**config.mk**
```make
export PLATFORM = sky130hd
export DESIGN_NAME = led_grid_frame_driver
export DESIGN_NICKNAME = d
export VERILOG_FILES = /design/src/hdl/lgfd_pkg.sv /design/src/hdl/lgfd_ram.sv /design/src/hdl/led_grid_frame_driver.sv
export SDC_FILE = /design/constraint.sdc
export NUM_CORES = 2
export LEC_CHECK = 0
export ABC_AREA = 1
export BUFFER_PORTS_ARGS = -buffer_cell sky130_fd_sc_hd__buf_4
export CAP_MARGIN = 20
export CELL_PAD_IN_SITES_DETAIL_PLACEMENT = 1
export CELL_PAD_IN_SITES_GLOBAL_PLACEMENT = 1
export CORE_UTILIZATION = 50
export CTS_BUF_LIST = sky130_fd_sc_hd__clkbuf_4
export DETAILED_ROUTE_END_ITERATION = 7
export PLACE_DENSITY_LB_ADDON = 0.12
export SLEW_MARGIN = 15
export SYNTH_ARGS = -nofsm -noshare
export SYNTH_HDL_FRONTEND = slang
export SYNTH_SLANG_ARGS = --single-unit
```
**constraint.sdc**
```tcl
create_clock -name clk -period 3.25 [get_ports clk]
set_clock_uncertainty 0.05 [all_clocks]
set_input_delay 0.65 -clock clk [delete_from_list [all_inputs] [get_ports clk]]
set_output_delay 0.65 -clock clk [all_outputs]
set_load 0.01 [all_outputs]
```
**src/hdl/lgfd_pkg.sv**
```systemverilog
// lgfd_pkg: shared types, grid and waveform constants, and the color palette
// for the led grid frame driver
// no dependencies
package lgfd_pkg;

	// grid and waveform geometry
	localparam int GRID_ROWS     = 20;
	localparam int GRID_COLS     = 10;
	localparam int HIGH_TICKS    = 3;
	localparam int DATA_TICKS    = 4;
	localparam int LOW_TICKS     = 4;
	localparam int CELL_COUNT    = GRID_ROWS * GRID_COLS;
	localparam int FRAME_LEN     = CELL_COUNT + 1;
	localparam int BIT_TICKS     = HIGH_TICKS + DATA_TICKS + LOW_TICKS;
	localparam int BITS_PER_CELL = 24;

	// derived widths
	localparam int ADDR_W  = $clog2(FRAME_LEN);
	localparam int ROW_W   = (GRID_ROWS > 1) ? $clog2(GRID_ROWS) : 1;
	localparam int COL_W   = (GRID_COLS > 1) ? $clog2(GRID_COLS) : 1;
	localparam int PHASE_W = $clog2(BIT_TICKS);
	localparam int BIT_W   = $clog2(BITS_PER_CELL);

	localparam logic [7:0] BRIGHTNESS_RESET = 8'd20;

	// item kinds
	localparam logic KIND_BYTE = 1'b0;
	localparam logic KIND_TICK = 1'b1;

	// cell color codes
	localparam logic [7:0] CODE_BLACK   = 8'd0;
	localparam logic [7:0] CODE_RED     = 8'd1;
	localparam logic [7:0] CODE_GREEN   = 8'd2;
	localparam logic [7:0] CODE_BLUE    = 8'd3;
	localparam logic [7:0] CODE_WHITE   = 8'd4;
	localparam logic [7:0] CODE_MAGENTA = 8'd5;
	localparam logic [7:0] CODE_YELLOW  = 8'd6;
	localparam logic [7:0] CODE_CYAN    = 8'd7;

	// color channel order on the wire
	localparam logic [1:0] CHAN_GREEN = 2'd0;
	localparam logic [1:0] CHAN_RED   = 2'd1;
	localparam logic [1:0] CHAN_BLUE  = 2'd2;

	typedef struct packed {
		logic       kind;
		logic [7:0] frame_byte;
	} item_t;

	typedef struct packed {
		logic line_level;
		logic busy_res;
		logic frame_done;
		logic byte_dropped;
	} result_t;

	// channel enables of a code, ordered green, red, blue
	typedef struct packed {
		logic g;
		logic r;
		logic b;
	} chan_en_t;

	function automatic chan_en_t palette(input logic [7:0] code);
		chan_en_t en;
		en = '0;
		unique case (code)
			CODE_BLACK:   en = '0;
			CODE_RED:     en.r = 1'b1;
			CODE_GREEN:   en.g = 1'b1;
			CODE_BLUE:    en.b = 1'b1;
			CODE_WHITE:   en = '1;
			CODE_MAGENTA: begin
				en.r = 1'b1;
				en.b = 1'b1;
			end
			CODE_YELLOW: begin
				en.r = 1'b1;
				en.g = 1'b1;
			end
			CODE_CYAN: begin
				en.g = 1'b1;
				en.b = 1'b1;
			end
			default:      en.b = 1'b1;
		endcase
		return en;
	endfunction

endpackage

```
**src/hdl/lgfd_ram.sv**
```systemverilog
// lgfd_ram: generic simple dual-port ram, one write port and one registered read port
// read during write to the same address returns the old contents
// no dependencies
module lgfd_ram #(
	parameter int WIDTH = 8,
	parameter int DEPTH = 256
) (
	input  logic                     clk,
	input  logic                     we,
	input  logic [$clog2(DEPTH)-1:0] waddr,
	input  logic [WIDTH-1:0]         wdata,
	input  logic [$clog2(DEPTH)-1:0] raddr,
	output logic [WIDTH-1:0]         rdata
);

	logic [WIDTH-1:0] mem [DEPTH];

	// write port
	always_ff @(posedge clk) begin
		if (we) begin
			mem[waddr] <= wdata;
		end
	end

	// registered read port
	always_ff @(posedge clk) begin
		rdata <= mem[raddr];
	end

endmodule

```
**src/hdl/led_grid_frame_driver.sv**
```systemverilog
// led_grid_frame_driver: collects a frame of cell codes into a ram and plays it out
// as a one-wire led waveform, one phase per tick transaction
// depends on lgfd_pkg and lgfd_ram
// each result is registered: it sits in an output register the cycle after acceptance
// throughput: one transaction per cycle while item_ready is high; a loaded cell code
//   passes ram rdata and code_q, and is first needed after its first bit's high phase
// reset: control state, counters and brightness (to 20) clear asynchronously;
//   the frame ram is not cleared and is always fully written before it is read
module led_grid_frame_driver
	import lgfd_pkg::*;
(
	input  logic       clk,
	input  logic       arst_n,
	input  logic       item_valid,
	output logic       item_ready,
	input  item_t      item,
	output logic       result_valid,
	input  logic       result_ready,
	output result_t    result,
	input  logic       cfg_we,
	input  logic [7:0] cfg_wdata
);

	// control state
	logic [7:0]         brightness_q;
	logic               emit_q;
	logic [ADDR_W-1:0]  wpos_q;
	logic [PHASE_W-1:0] phase_q;
	logic [BIT_W-1:0]   bit_q;
	logic [ROW_W-1:0]   row_q;
	logic [COL_W-1:0]   col_q;
	logic [ADDR_W-1:0]  addr_q;
	logic               load_s1;
	logic               fwd_s1;
	logic               out_valid_q;

	// payload state
	logic [7:0]         code_q;
	logic [7:0]         cell_bright_q;
	logic [7:0]         fwd_data_s1;
	result_t            out_q;

	// ram ports
	logic               ram_we;
	logic [ADDR_W-1:0]  ram_raddr;
	logic [7:0]         ram_rdata;

	logic               accept;
	logic               byte_ok;
	logic               last_byte;
	logic               tick_act;
	logic               bit_end;
	logic               cell_end;
	logic               last_cell;
	logic               frame_end;
	logic               next_load;
	logic               col_end;
	logic [ADDR_W-1:0]  next_addr;
	logic               data_bit;
	logic               level;
	chan_en_t           en;
	logic               chan_on;
	result_t            res;

	lgfd_ram #(
		.WIDTH(8),
		.DEPTH(FRAME_LEN)
	) u_frame_ram (
		.clk  (clk),
		.we   (ram_we),
		.waddr(wpos_q),
		.wdata(item.frame_byte),
		.raddr(ram_raddr),
		.rdata(ram_rdata)
	);

	// handshake, the output register frees up when taken
	assign item_ready   = !out_valid_q || result_ready;
	assign result_valid = out_valid_q;
	assign result       = out_q;
	assign accept       = item_valid && item_ready;

	// event decode
	assign byte_ok   = accept && (item.kind == KIND_BYTE) && !emit_q;
	assign last_byte = byte_ok && (wpos_q == ADDR_W'(FRAME_LEN - 1));
	assign tick_act  = accept && (item.kind == KIND_TICK) && emit_q;
	assign bit_end   = tick_act && (phase_q == PHASE_W'(BIT_TICKS - 1));
	assign cell_end  = bit_end && (bit_q == BIT_W'(BITS_PER_CELL - 1));
	assign col_end   = (col_q == COL_W'(GRID_COLS - 1));
	assign last_cell = col_end && (row_q == ROW_W'(GRID_ROWS - 1));
	assign frame_end = cell_end && last_cell;
	assign next_load = cell_end && !last_cell;
	assign ram_we    = byte_ok;

	// serpentine walk: step within a row, jump by one row width at its end
	always_comb begin
		if (col_end) begin
			next_addr = addr_q + ADDR_W'(GRID_COLS);
		end else if (row_q[0]) begin
			next_addr = addr_q - ADDR_W'(1);
		end else begin
			next_addr = addr_q + ADDR_W'(1);
		end
	end

	assign ram_raddr = last_byte ? ADDR_W'(1) : next_addr;

	// data bit of the current cell word, green red blue, msb first
	always_comb begin
		en = palette(code_q);
		unique case (bit_q[4:3])
			CHAN_GREEN: chan_on = en.g;
			CHAN_RED:   chan_on = en.r;
			CHAN_BLUE:  chan_on = en.b;
			default:    chan_on = 1'b0;
		endcase
		data_bit = chan_on && cell_bright_q[~bit_q[2:0]];
	end

	// waveform level within one bit
	always_comb begin
		if (phase_q < PHASE_W'(HIGH_TICKS)) begin
			level = 1'b1;
		end else if (phase_q < PHASE_W'(HIGH_TICKS + DATA_TICKS)) begin
			level = data_bit;
		end else begin
			level = 1'b0;
		end
	end

	// result of the accepted transaction
	always_comb begin
		res              = '0;
		res.line_level   = tick_act && level;
		res.busy_res     = emit_q || last_byte;
		res.frame_done   = frame_end;
		res.byte_dropped = accept && (item.kind == KIND_BYTE) && emit_q;
	end

	// control registers
	always_ff @(posedge clk or negedge arst_n) begin
		if (!arst_n) begin
			brightness_q <= BRIGHTNESS_RESET;
			emit_q       <= 1'b0;
			wpos_q       <= '0;
			phase_q      <= '0;
			bit_q        <= '0;
			row_q        <= '0;
			col_q        <= '0;
			addr_q       <= '0;
			load_s1      <= 1'b0;
			fwd_s1       <= 1'b0;
			out_valid_q  <= 1'b0;
		end else begin
			if (cfg_we) begin
				brightness_q <= cfg_wdata;
			end
			load_s1 <= last_byte || next_load;
			fwd_s1  <= ram_we && (wpos_q == ram_raddr);
			if (accept) begin
				out_valid_q <= 1'b1;
			end else if (result_ready) begin
				out_valid_q <= 1'b0;
			end
			// frame collection
			if (byte_ok) begin
				wpos_q <= last_byte ? '0 : wpos_q + ADDR_W'(1);
			end
			if (last_byte) begin
				emit_q  <= 1'b1;
				phase_q <= '0;
				bit_q   <= '0;
				row_q   <= '0;
				col_q   <= '0;
				addr_q  <= ADDR_W'(1);
			end
			// emission counters
			if (tick_act) begin
				phase_q <= bit_end ? '0 : phase_q + PHASE_W'(1);
			end
			if (bit_end) begin
				bit_q <= cell_end ? '0 : bit_q + BIT_W'(1);
			end
			if (frame_end) begin
				emit_q <= 1'b0;
			end
			if (next_load) begin
				addr_q <= next_addr;
				if (col_end) begin
					col_q <= '0;
					row_q <= row_q + ROW_W'(1);
				end else begin
					col_q <= col_q + COL_W'(1);
				end
			end
		end
	end

	// payload registers
	always_ff @(posedge clk) begin
		fwd_data_s1 <= item.frame_byte;
		if (last_byte || next_load) begin
			cell_bright_q <= brightness_q;
		end
		if (load_s1) begin
			code_q <= fwd_s1 ? fwd_data_s1 : ram_rdata;
		end
		if (accept) begin
			out_q <= res;
		end
	end

endmodule

```
==> results.tsv <==
stage	metric	value	unit
status	outcome	complete, but fails checks	
status	failing checks	setup timing	
worst_setup_path	Largest delay share family, worst path	simple AND/OR/NAND/NOR gates	
cts	total CTS buffers	451	
layout	fin nets	7004	
synthesis	asr flop ratio synth	0.02722	
worst_setup_path	Crit path arrival time	4410	ps
pwr	Static Leak	32.04	nW
synthesis	Mapped Cells	6267	
sta	final hold violation count	0	
hold_path	Min-Delay Path Class	in2reg	
place	I/O Buffers	27	
sta	Worst-Margin Slew	968.4	ps
layout	fillers	14790	
worst_setup_path	CP bufs+invs	6	
cts	Clock Pin Slew Worst Setup and Hold Paths	80	ps
pwr	Max VDD drop	386.4	uV
die	initial cell density of the core	0.5050	
place	Detailed Place HPWL	142100	um
routing	via count	53260	
synthesis	number of flops mapped to enable cells by yosys	1628	
routing	antenna viol nets, final	0	
pwr	P per Cell Area	618.9	mW/mm2
cts	clock sinks	1690	
sta	Final Slew Violations	0	
worst_setup_path	crit-path cells	inv_1 > ha_2 > nand2_1 > nor2_4 > buf_4 > nand2_1 > o21ai_1 > buf_4 > nand2_8 > buf_12 > buf_12 > clkbuf_16 > nand2_1 > nand3_1 > nand3_1 > nand3_1 > nand3_1 > nand3_1 > nand2_1 > nand2_1	
synthesis	syn_area_per_cell	11.44	um2
global_route	GR Overflow Total	0	
sta	Final Critical Period	3257	ps
sta	f_max	0.3071	GHz
pwr	total chip power	52.38	mW
die	Die ar.	0.1449	mm2
synthesis	syn nets	6307	
sta	endpoints failing setup	1	
synthesis	Synth Flop Type	edfxtp_1	
layout	share of layout cells above drive strength 1	0.1976	
place	post-placement cell area	0.07758	mm2
worst_setup_path	Worst EP required	4400	ps
worst_setup_path	largest stage delay on the critical path	390	ps
layout	Area growth syn-to-layout	18.09	%
die	Die X	380.6	um
cts	worst skew pair latency	1320	ps
synthesis	Mapped Area	0.07167	mm2
routing	Detailed Routing Iterations Pass 1	5	
cts	CTS tree	yes	
cts	root buffer cell	clkbuf_4	
routing	First DRT Iteration DRCs	5280	
die	Ports	28	
routing	Avg Vias per Cell	5.807	
layout	fin area	0.08464	mm2
worst_setup_path	Critical Path End Type	flip-flop	
synthesis	number of distinct library cells after synthesis	45	
die	placeable core area	0.1419	mm2
cts	Longest Clk Path Bufs	4	
global_route	initial antenna violation count	3	
worst_setup_path	CP max FO	36	
place	Setup WS pre-CTS	-299.2	ps
synthesis	sequential area share after synthesis	0.7027	
worst_setup_path	Critical-path top delay cell	dfrtp_1	
sta	Final Cycle Share	1.002	
routing	Post-Route WL	236100	um
global_route	Tot GR Track Use	0.3157	
global_route	number of global-route vias before repair	55280	
cts	H-tree level count	5	
die	Rows	138	
run	number of max-cap violations	0	
routing	# DRC	0	
layout	commonest non-fill, non-tap cell in the layout	edfxtp_1	
global_route	first-pass GRT wire length	342400	um
sta	setup ws final	-6.587	ps
global_route	largest net degree at the start of global routing	92	
die	Die Y	380.6	um
worst_setup_path	path type of the worst setup path	reg2reg	
worst_setup_path	startpoint types	flip-flop	
synthesis	synth warn	0	
place	Final GP Congestion	0.8771	
sta	RSZ-0062 raised after global routing	yes	
sta	slew margin rel.	0.3537	
synthesis	Yosys reg bits	1690	
layout	most frequent cells in the layout	edfxtp_1, nand2_1, nand3_1	
routing	mean routed wirelength per cell	25.75	um
==> cell usage after synthesis (28+ instances only) <==
| cell type | instances | area, um2 |
|---|---|---|
| clkbuf_1 | 99 | 371.6 |
| o21ai_1 | 70 | 350.3 |
| inv_1 | 311 | 1167 |
| o211ai_1 | 79 | 593.1 |
| nand3b_1 | 194 | 1456 |
| edfxtp_1 | 1628 | 48890 |
| buf_4 | 49 | 367.9 |
| nand3_1 | 969 | 4850 |
| or2_2 | 29 | 181.4 |
| nand2_1 | 1141 | 4283 |
| dfrtp_1 | 44 | 1101 |
| buf_2 | 202 | 1011 |
| nor2_1 | 894 | 3356 |
| buf_6 | 28 | 315.3 |
| o21ai_0 | 334 | 1672 |
==> through the flow <==
stage | std cells | hold WS [ps] | TNS (ps) | utilization
CTS | 9138 | 11.24 | 0 | 0.5900
global placement | 8321 | 381.7 | -1359 | 0.5466
global route | 9170 | 96.71 | -281.9 | 0.5963
detailed placement | 8321 | 389.0 | -2001 | 0.5466
finish | 9171 | 181.9 | -6.587 | 0.5963
floorplan | 6267 | 304.4 | 0 | -
==> per-layer routing <==
| metal | vias to the layer above | track usage | share of wire |
|---|---|---|---|
| li1 | 23540 | - | - |
| met1 | 26950 | 0.4093 | 0.40 |
| met2 | 2277 | 0.5216 | 0.49 |
| met3 | 491 | 0.05573 | 0.071 |
| met4 | 0 | 0.1393 | 0.037 |
| met5 | - | 0 | 0 |
==> tightest hold or removal path: cells and delay by family <==
kind                   cells  cell delay [ps]
muxes                      1              160
buffers and inverters      2              700
==> cell families after synthesis <==
logic type | after synthesis | share of synthesized area
adder cells (fa/ha/maj) | 18 | 0.003247
flip-flops | 1690 | 0.7027
multiplexers | 18 | 0.002793
AO/OA/AOI/OAI | 539 | 0.04176
XOR/XNOR | 9 | 0.001100
AND/OR/NAND/NOR | 3271 | 0.2012
buffers and inverters | 722 | 0.04722
==> where the power goes <==
| part | total (mW) | internal (mW) | switching [mW] |
|---|---|---|---|
| sequential | 24.1 | 24.0 | 0.101 |
| clock | 18.2 | 9.35 | 8.86 |
| combinational | 10.1 | 3.39 | 6.69 |
==> sequential cells by signal, indices dropped and copies added, names as in the netlist, 4 cells and up <==
name and count:
brightness_q 8, row_q 5, cell_bright_q 8, result 4, bit_q 5, wpos_q 8, addr_q 8, u_frame_ram.mem 1608
code_q 8, phase_q 4, u_frame_ram.rdata 8, col_q 4, fwd_data_s1 8
==> path summary, 6_finish.rpt <==
| kind | cells after the start | start | to | slack (ps) |
|---|---|---|---|---|
| max | 20 | col_q[1] | u_frame_ram.rdata[4] | -7 |
| min | 3 | cfg_we | brightness_q[7] | 180 |
| min reg2reg | 0 | brightness_q[0] | cell_bright_q[0] | 390 |
| max reg2reg | 20 | col_q[1] | u_frame_ram.rdata[4] | -7 |
| min in group asynchronous | 3 | arst_n | brightness_q[4] | 380 |
| max in group asynchronous | 4 | arst_n | addr_q[0] | 2450 |
==> what timing repair did <==
item                       4_1_cts  5_1_grt
hold buffers                    41        0
hold endpoints to repair       758        0
pin swaps                        2       11
resized for setup               31       86
cloned                           3       15
setup buffers                    7       15
setup endpoints to repair        8        8
==> final cells by class <==
cell class | count | area (um2) | share of cell area
multi-input combinational | 3855 | 18370 | 0.2170
clock inverter | 94 | 372.9 | 0.004405
tap | 1890 | 2365 | 0.02794
inverter | 322 | 1236 | 0.01461
antenna | 4 | 10.01 | 0.0001183
clock buffer | 672 | 5045 | 0.05961
sequential | 1690 | 50360 | 0.5951
timing repair buffer | 644 | 6877 | 0.08125
(Power assumes the default switching activity.)
